[config.mk]
export PLATFORM = sky130hd
export DESIGN_NAME = toeplitz_cholesky_factor_core
export DESIGN_NICKNAME = d
export VERILOG_FILES = /design/src/design/tcf_pkg.sv /design/src/design/tcf_datapath.sv /design/src/design/tcf_ctrl.sv /design/src/design/toeplitz_cholesky_factor_core.sv
export SDC_FILE = /design/constraint.sdc
export NUM_CORES = 2
export LEC_CHECK = 0
export BUFFER_PORTS_ARGS = -buffer_cell sky130_fd_sc_hd__buf_2
export CELL_PAD_IN_SITES_DETAIL_PLACEMENT = 0
export CELL_PAD_IN_SITES_GLOBAL_PLACEMENT = 1
export CORE_MARGIN = 2
export CORE_UTILIZATION = 49
export CTS_CLUSTER_DIAMETER = 40
export DETAILED_ROUTE_END_ITERATION = 10
export PLACE_DENSITY_LB_ADDON = 0.1
export SLEW_MARGIN = 30
export SYNTH_ARGS = -nofsm -noshare
export SYNTH_HDL_FRONTEND = slang
export SYNTH_HIERARCHICAL = 1
export SYNTH_SLANG_ARGS = --single-unit
[constraint.sdc]
create_clock -name clk -period 8.1 [get_ports clk]
set_input_delay 0.405 -clock clk [delete_from_list [all_inputs] [get_ports clk]]
set_output_delay 0.405 -clock clk [all_outputs]
set_load 0.01 [all_outputs]
[src/design/tcf_pkg.sv]
// Shared constants and helpers for the Toeplitz Cholesky factor core.
package tcf_pkg;
  localparam int unsigned MaxDim    = 10;
  localparam int unsigned ValW      = 18;
  localparam int unsigned IdxW      = 4;
  localparam int unsigned AccW      = 64;
  localparam int unsigned TriDepth  = MaxDim * (MaxDim + 1) / 2;
  localparam int unsigned TriW      = $clog2(TriDepth);
  localparam int unsigned DefDim    = 10;

  typedef logic signed [ValW-1:0] val_t;
  typedef logic signed [AccW-1:0] acc_t;

  // datapath command from controller
  typedef enum logic [2:0] {
    CMD_NONE,
    CMD_INIT,     // load acc from coeff[r-c]
    CMD_MAC,      // acc -= a*b (operands read last cycle)
    CMD_DIV,      // start divide acc / diag
    CMD_SQRT,     // start sqrt acc
    CMD_ZERO      // result = 0
  } dp_op_t;

  typedef struct packed {
    dp_op_t          op;
    logic [IdxW-1:0] row;
    logic [IdxW-1:0] col;
    logic [IdxW-1:0] k;
    logic            rd;    // issue factor reads for (row,k) and (col,k)
    logic            wr;    // store result at (row,col)
  } dp_cmd_t;

  typedef struct packed {
    logic busy;       // divider/sqrt unit running
    logic res_vld;    // result ready this cycle
    logic acc_pos;    // acc > 0
    logic diag_pos;   // stored diagonal > 0
  } dp_sts_t;

  function automatic logic [TriW-1:0] tri_at(input logic [IdxW-1:0] r,
                                            input logic [IdxW-1:0] c);
    logic [TriW+IdxW-1:0] t;
    t = (TriW+IdxW)'(r) * (TriW+IdxW)'(r + 1'b1);
    return TriW'((t >> 1) + (TriW+IdxW)'(c));
  endfunction
endpackage

[src/design/tcf_datapath.sv]
// Datapath: coefficient and factor memories, MAC, iterative divide/sqrt.
module tcf_datapath (
  input  logic                clk,
  input  logic                rst_n,
  input  logic                ld_en,
  input  logic [tcf_pkg::IdxW-1:0] ld_idx,
  input  tcf_pkg::val_t       ld_val,
  input  tcf_pkg::dp_cmd_t    cmd,
  output tcf_pkg::dp_sts_t    sts,
  output tcf_pkg::val_t       res
);
  import tcf_pkg::*;

  val_t coeff_mem [MaxDim];
  val_t fac_mem   [TriDepth];
  val_t rda_r, rdb_r, diag_r, coef_r;
  acc_t acc_r, acc_nxt;
  val_t res_r, res_nxt;

  // shared shift-subtract unit
  logic [AccW-1:0] rem_r, rem_nxt;
  logic [AccW-1:0] quo_r, quo_nxt;   // quotient / sqrt root
  logic [AccW-1:0] num_r, num_nxt;   // dividend shifting out / sqrt bit
  logic [6:0]      cnt_r, cnt_nxt;
  logic            busy_r, busy_nxt, sqrt_r, sqrt_nxt, neg_r, neg_nxt;
  logic            done_r, done_nxt;
  logic [ValW-1:0] dabs;
  logic [TriW-1:0] addr_b;

  // port b serves the (col,k) operand on reads, the diagonal otherwise
  assign addr_b = cmd.rd ? tri_at(cmd.col, cmd.k) : tri_at(cmd.col, cmd.col);

  always_ff @(posedge clk) begin
    if (ld_en) coeff_mem[ld_idx] <= ld_val;
    coef_r <= coeff_mem[IdxW'(cmd.row - cmd.col)];
    if (cmd.wr) fac_mem[tri_at(cmd.row, cmd.col)] <= res_r;
    if (cmd.rd) begin
      rda_r <= fac_mem[tri_at(cmd.row, cmd.k)];
      rdb_r <= fac_mem[addr_b];
    end else begin
      diag_r <= fac_mem[addr_b];
    end
  end

  assign dabs = diag_r[ValW-1] ? ValW'(-diag_r) : diag_r;

  always_comb begin
    logic [AccW-1:0] tr;
    logic [AccW:0]   df;
    logic signed [AccW-1:0] q;
    logic signed [2*ValW-1:0] prod;
    acc_nxt = acc_r;  res_nxt = res_r;
    rem_nxt = rem_r;  quo_nxt = quo_r; num_nxt = num_r; cnt_nxt = cnt_r;
    busy_nxt = busy_r; sqrt_nxt = sqrt_r; neg_nxt = neg_r; done_nxt = 1'b0;
    tr = '0; df = '0; q = '0;
    prod = rda_r * rdb_r;
    unique case (cmd.op)
      CMD_INIT: acc_nxt = acc_t'(coef_r) <<< 16;
      CMD_MAC:  acc_nxt = acc_r - acc_t'(prod);
      CMD_ZERO: begin res_nxt = '0; done_nxt = 1'b1; end
      CMD_DIV: begin
        busy_nxt = 1'b1; sqrt_nxt = 1'b0; cnt_nxt = 7'd64;
        neg_nxt = acc_r[AccW-1];
        num_nxt = acc_r[AccW-1] ? AccW'(-acc_r) : acc_r;
        rem_nxt = '0; quo_nxt = '0;
      end
      CMD_SQRT: begin
        busy_nxt = 1'b1; sqrt_nxt = 1'b1; cnt_nxt = 7'd32;
        rem_nxt = acc_r; quo_nxt = '0; num_nxt = AccW'(1) << 62;
      end
      default: ;
    endcase
    if (busy_r) begin
      if (!sqrt_r) begin
        tr = {rem_r[AccW-2:0], num_r[AccW-1]};
        num_nxt = num_r << 1;
        df = {1'b0, tr} - (AccW+1)'(dabs);
        if (!df[AccW]) begin rem_nxt = df[AccW-1:0]; quo_nxt = {quo_r[AccW-2:0], 1'b1}; end
        else begin rem_nxt = tr; quo_nxt = {quo_r[AccW-2:0], 1'b0}; end
      end else begin
        df = {1'b0, rem_r} - {1'b0, quo_r + num_r};
        if (!df[AccW]) begin
          rem_nxt = df[AccW-1:0]; quo_nxt = (quo_r >> 1) + num_r;
        end else quo_nxt = quo_r >> 1;
        num_nxt = num_r >> 2;
      end
      cnt_nxt = cnt_r - 7'd1;
      if (cnt_r == 7'd1) begin busy_nxt = 1'b0; done_nxt = 1'b1; end
    end
    if (done_r) begin
      q = neg_r && !sqrt_r ? AccW'(-quo_r) : quo_r;
      if (q > 131071) res_nxt = val_t'(18'sh1FFFF);
      else if (q < -131072) res_nxt = val_t'(18'sh20000);
      else res_nxt = q[ValW-1:0];
    end
  end

  logic rv_r;
  always_ff @(posedge clk) begin
    if (!rst_n) begin
      busy_r <= 1'b0; done_r <= 1'b0; rv_r <= 1'b0;
    end else begin
      busy_r <= busy_nxt; done_r <= done_nxt && cmd.op != CMD_ZERO;
      rv_r <= (done_r) || (cmd.op == CMD_ZERO);
    end
    acc_r <= acc_nxt; res_r <= res_nxt; rem_r <= rem_nxt; quo_r <= quo_nxt;
    num_r <= num_nxt; cnt_r <= cnt_nxt; sqrt_r <= sqrt_nxt; neg_r <= neg_nxt;
  end

  assign sts.busy     = busy_r || done_r;
  assign sts.res_vld  = rv_r;
  assign sts.acc_pos  = !acc_r[AccW-1] && (acc_r != '0);
  assign sts.diag_pos = !diag_r[ValW-1] && (diag_r != '0);
  assign res = res_r;

  a_busy_nodone: assert property (@(posedge clk) disable iff (!rst_n)
    busy_r |-> !rv_r) else $error("result during iteration");
  a_done_after: assert property (@(posedge clk) disable iff (!rst_n)
    done_r |=> rv_r) else $error("lost result");
  a_sqrt_cnt: assert property (@(posedge clk) disable iff (!rst_n)
    (busy_r && sqrt_r) |-> cnt_r <= 7'd32) else $error("sqrt count");
endmodule

[src/design/tcf_ctrl.sv]
// Controller: load counting and per-entry sequencing of the factorization.
module tcf_ctrl #(
  parameter int unsigned MATRIX_SIZE = tcf_pkg::DefDim
) (
  input  logic               clk,
  input  logic               rst_n,
  input  logic               in_valid,
  output logic               in_ready,
  input  logic               in_last,
  output logic               ld_en,
  output logic [tcf_pkg::IdxW-1:0] ld_idx,
  output tcf_pkg::dp_cmd_t   cmd,
  input  tcf_pkg::dp_sts_t   sts,
  output logic               o_valid,
  input  logic               o_ready,
  output logic [tcf_pkg::IdxW-1:0] o_row,
  output logic [tcf_pkg::IdxW-1:0] o_col,
  output logic               o_err,
  output logic               o_last
);
  import tcf_pkg::*;

  localparam logic [IdxW-1:0] DimM1 = IdxW'(MATRIX_SIZE - 1);

  typedef enum logic [3:0] {
    S_LOAD, S_PRE, S_INIT, S_RD, S_MAC, S_CHK, S_WAIT, S_WR, S_EMIT
  } st_t;

  st_t st_r;
  logic [IdxW-1:0] cnt_r, r_r, c_r, k_r;
  logic err_r, ov_r;

  wire take = in_valid && in_ready;
  assign in_ready = (st_r == S_LOAD);
  assign ld_en  = take && (cnt_r <= DimM1);
  assign ld_idx = cnt_r;

  always_comb begin
    cmd = '{op: CMD_NONE, row: r_r, col: c_r, k: k_r, rd: 1'b0, wr: 1'b0};
    unique case (st_r)
      S_INIT: cmd.op = err_r ? CMD_ZERO : CMD_INIT;
      S_RD:   cmd.rd = 1'b1;
      S_MAC:  cmd.op = CMD_MAC;
      S_CHK: begin
        if (c_r != r_r) cmd.op = sts.diag_pos ? CMD_DIV : CMD_ZERO;
        else cmd.op = sts.acc_pos ? CMD_SQRT : CMD_ZERO;
      end
      S_WR:   cmd.wr = 1'b1;
      default: ;
    endcase
  end

  always_ff @(posedge clk) begin
    if (!rst_n) begin
      st_r <= S_LOAD; cnt_r <= '0; err_r <= 1'b0; ov_r <= 1'b0;
      r_r <= '0; c_r <= '0; k_r <= '0;
    end else begin
      unique case (st_r)
        S_LOAD: if (take) begin
          if (cnt_r <= DimM1) cnt_r <= cnt_r + 1'b1;
          if (in_last) begin
            st_r <= S_PRE; err_r <= 1'b0; r_r <= '0; c_r <= '0; k_r <= '0;
          end
        end
        // coefficient for lag row-col is fetched into the datapath here
        S_PRE: st_r <= S_INIT;
        S_INIT: begin
          k_r <= '0;
          if (err_r) st_r <= S_WAIT;
          else if (c_r == '0) st_r <= S_CHK;
          else st_r <= S_RD;
        end
        S_RD:  st_r <= S_MAC;
        S_MAC: begin
          if (k_r + 1'b1 == c_r) st_r <= S_CHK;
          else begin k_r <= k_r + 1'b1; st_r <= S_RD; end
        end
        S_CHK: begin
          if (c_r == r_r && !sts.acc_pos) err_r <= 1'b1;
          st_r <= S_WAIT;
        end
        S_WAIT: if (sts.res_vld) st_r <= S_WR;
        S_WR:   begin ov_r <= 1'b1; st_r <= S_EMIT; end
        S_EMIT: if (o_ready) begin
          ov_r <= 1'b0;
          if (c_r == r_r) begin
            if (r_r == DimM1) begin st_r <= S_LOAD; cnt_r <= '0; end
            else begin r_r <= r_r + 1'b1; c_r <= '0; st_r <= S_PRE; end
          end else begin c_r <= c_r + 1'b1; st_r <= S_PRE; end
        end
        default: st_r <= S_LOAD;
      endcase
    end
  end

  assign o_valid = ov_r && (st_r == S_EMIT);
  assign o_row = r_r;
  assign o_col = c_r;
  assign o_err = err_r;
  assign o_last = (r_r == DimM1) && (c_r == r_r);

  a_col_le_row: assert property (@(posedge clk) disable iff (!rst_n)
    o_valid |-> o_col <= o_row) else $error("col above row");
  a_no_load_busy: assert property (@(posedge clk) disable iff (!rst_n)
    (st_r != S_LOAD) |-> !ld_en) else $error("load while factoring");
  a_wait_unit: assert property (@(posedge clk) disable iff (!rst_n)
    (st_r == S_EMIT) |-> !sts.busy) else $error("unit busy at emit");
endmodule

[src/design/toeplitz_cholesky_factor_core.sv]
// Top level: Toeplitz Cholesky factor core (controller plus datapath).
// Sequencing: each entry runs its MAC steps, then a divide (64 bit-steps in the
//   shared shift-subtract unit) or a square root; entries after a failed
//   radicand skip both, and output stalls hold the sequence.
// Throughput: one coefficient transaction per cycle while loading; none is
//   taken until the last entry is out; the one-bit-per-cycle divider dominates.
// Reset: synchronous active-low; clears controller state, counts and the
//   datapath busy/done flags; coefficient and factor memories are not cleared.
module toeplitz_cholesky_factor_core #(
  parameter int unsigned MATRIX_SIZE = tcf_pkg::DefDim
) (
  input  logic               clk,
  input  logic               rst_n,
  input  logic               in_valid,
  output logic               in_ready,
  input  tcf_pkg::val_t      in_coeff,
  input  logic               in_last_coeff,
  output logic               out_valid,
  input  logic               out_ready,
  output logic [tcf_pkg::IdxW-1:0] out_row_index,
  output logic [tcf_pkg::IdxW-1:0] out_col_index,
  output tcf_pkg::val_t      out_factor_value,
  output logic               out_not_positive,
  output logic               out_last_entry
);
  import tcf_pkg::*;

  logic            ld_en;
  logic [IdxW-1:0] ld_idx;
  dp_cmd_t         cmd;
  dp_sts_t         sts;

  tcf_ctrl #(.MATRIX_SIZE(MATRIX_SIZE)) u_ctrl (
    .clk, .rst_n, .in_valid, .in_ready, .in_last(in_last_coeff),
    .ld_en, .ld_idx, .cmd, .sts,
    .o_valid(out_valid), .o_ready(out_ready), .o_row(out_row_index),
    .o_col(out_col_index), .o_err(out_not_positive), .o_last(out_last_entry)
  );

  // result register holds the entry for the whole output transaction
  tcf_datapath u_dp (
    .clk, .rst_n, .ld_en, .ld_idx, .ld_val(in_coeff), .cmd, .sts,
    .res(out_factor_value)
  );
endmodule
==> run metrics <==
DIE AREA=~210000 µm²; vias in the first global route=roughly 73k; Crit Path Category=flip-flop to flip-flop; H-Tree Depth=5; WL met1=~130000 µm; hpwl dp=about 230000 µm; drt total wl=about 320000 µm; RSZ-0062 raised after global routing=false; Worst Path Required=between 8 and 9 ns; MaxCap Viol Count=0; FP Rows=about 170; Max VDD drop=about 0.00041 V; Routed Antenna Nets=0; DP Area=107700 µm²; Area growth syn-to-layout=15.11%; Final #Nets=9299; met3 wire len=approximately 23000 µm; Worst Clk Skew=between 0.1 and 0.15 ns; Max Used Layer=met5; residual DRC count=0; final hold vios=0; Hold WC Path Type=primary input to flip-flop; Vias/cell=approximately 6.3; pwr dens=325.2 nW/µm²; Mean Syn Cell Area=approximately 12 µm²; Starting Density=about half; crit path capture type=flip-flop; mapped cell area=around 100000 µm²; pin count of the biggest net entering global routing=94; Detail Route met2 WL=between 150000 and 200000 µm; WHS=just over 0.1 ns; boundary pin count=53; final cycle utilization of the critical path=approximately 96%; Slew Viols, Final=0; die span in y=460.9 µm; setup violators final=0; crit path DAT=8.41 ns; CTS buffer count=slightly below 300; vias after detailed routing=72.42k; RD Place Congestion=roughly 0.9; IO Port Bufs=52; Ys Warns=6; leak pwr=just under 40 nW; first drt pass iteration count=6; clk buf depth=4; TritonCTS clock tree=built; chip width=460.9 µm; cell area after layout=about 120000 µm²; syn nets=~9.1k; Clock Root Buffer=clkbuf_16; worst-skew pair later-pin latency=between 0.9 and 1 ns; Max Fclk=between 100 and 150 MHz; DRT iter0 DRCs=6901; Routed wire per std cell=between 20 and 30 µm; Clock Pin Slew Worst Setup and Hold Paths=roughly 0.050 ns; CP Max Fanout=11; final core occ=a little under three fifths; first-pass GRT wire length=between 400000 and 500000 µm; Critical Path Source Type=flip-flop; Slew headroom=roughly a quarter; status=completed; antenna violations before repair=5; share of cells above drive strength 1=18.87%; min cycle time layout=7.798 ns; all-layer global routing usage=a little under a third; Worst Tran Pin Value=about 1.1 ns; Core Region=just over 200000 µm²; grt total ovfl=0; cell count after synthesis=between 8k and 9k; clock sink total=approximately 1.6k
-- through the flow --
stage,std cells,worst slack [ns],power [mW],TNS (ns)
after floorplan,8244,0.03359,20.86,0
after global placement,10916,-0.08982,26.08,-0.2183
after detailed placement,10920,-0.08961,25.94,-0.1647
after CTS,11443,0.006053,38.02,0
after global routing,11462,0.001658,40.48,0
final,11469,0.3016,38.28,0
-- final timing paths --
| path | startpoint | end | slack (ns) | cells after the start |
|---|---|---|---|---|
| max reg2reg | u_dp/rda_r[17]$_DFFE_PP_ | u_dp/acc_r[60]$_DFFE_PP_ | 0.30 | 27 |
| min reg2reg | u_ctrl/ov_r$_SDFFE_PN0P_ | u_ctrl/ov_r$_SDFFE_PN0P_ | 0.45 | 2 |
| max | u_dp/rda_r[17]$_DFFE_PP_ | u_dp/acc_r[60]$_DFFE_PP_ | 0.30 | 27 |
| min | in_last_coeff | u_ctrl/o_err$_SDFFE_PN0P_ | 0.10 | 5 |
-- metal layers --
metal	vias to the layer above	global-route usage (%)
met3	579	4.693
met1	37241	40.60
met2	2992	50.59
li1	31607	-
met4	2	11.75
met5	-	0
-- report_power, final --
group          total (mW)  leakage (nW)  internal (mW)  switching [mW]
Sequential           9.27          11.2           8.93           0.344
Combinational        17.1          23.9           7.39            9.67
Clock                11.9          4.60           7.64            4.30
-- flip-flops by register name, indices dropped and copies added, names as in the netlist, 7 cells and up --
signal,cells
u_dp/fac_mem,990
u_dp/coeff_mem,180
u_dp/acc_r,64
u_dp/num_r,64
u_dp/quo_r,64
u_dp/rem_r,64
u_dp/coef_r,18
u_dp/diag_r,18
u_dp/rda_r,18
u_dp/rdb_r,18
u_dp/res,18
u_dp/cnt_r,7
-- worst max-delay path, stage by stage (launching register included) --
cell,delay [ns]
edfxtp_1,0.50
buf_6,0.20
nand2_1,0.11
inv_1,0.10
fa_2,0.49
fa_2,0.64
inv_1,0.09
fa_1,0.51
inv_1,0.06
fa_1,0.51
fa_1,0.55
inv_1,0.05
fa_1,0.53
inv_1,0.06
fa_1,0.53
inv_1,0.04
ha_1,0.28
and3_1,0.21
nand2_1,0.09
nor2_1,0.19
nand2_1,0.07
a21oi_1,0.26
nor4bb_1,0.09
a221o_1,0.40
o211a_1,0.27
o41ai_1,0.41
xnor2_1,0.16
o21ai_0,0.09
-- final cells by class --
class | instances | area (µm²)
fillers | 16811 | 89560
repair buffers | 392 | 3440
well taps | 2788 | 3488
flip-flops and latches | 1550 | 45470
diodes | 9 | 22.52
clock buffers | 321 | 7507
clock inverters | 181 | 2036
multi-input cells | 5626 | 53480
inverters | 602 | 2273
-- what timing repair did --
action	CTS	global route
hold buffers	21	0
buffers inserted	0	17
setup endpoints to repair	4	19
endpoints found under the hold margin	193	0
pin swaps	0	13
gates resized for setup	1	40
-- placed cells by master, fill, tap and decap left out, types with 87 or more instances in the layout --
cell	count
inv_1	596
ha_1	389
clkbuf_16	293
o21ai_0	340
a211oi_1	91
xor2_1	208
nor2_1	377
buf_4	269
dfxtp_1	106
nor2b_1	87
a21oi_1	439
mux4_2	612
edfxtp_1	1443
fa_1	410
a21o_1	211
nand2_1	619
nor3_1	88
xnor2_1	238
mux2i_1	145
and2_1	178
nand3_1	105
o22ai_1	93
Power figures use the tool's default switching activity.
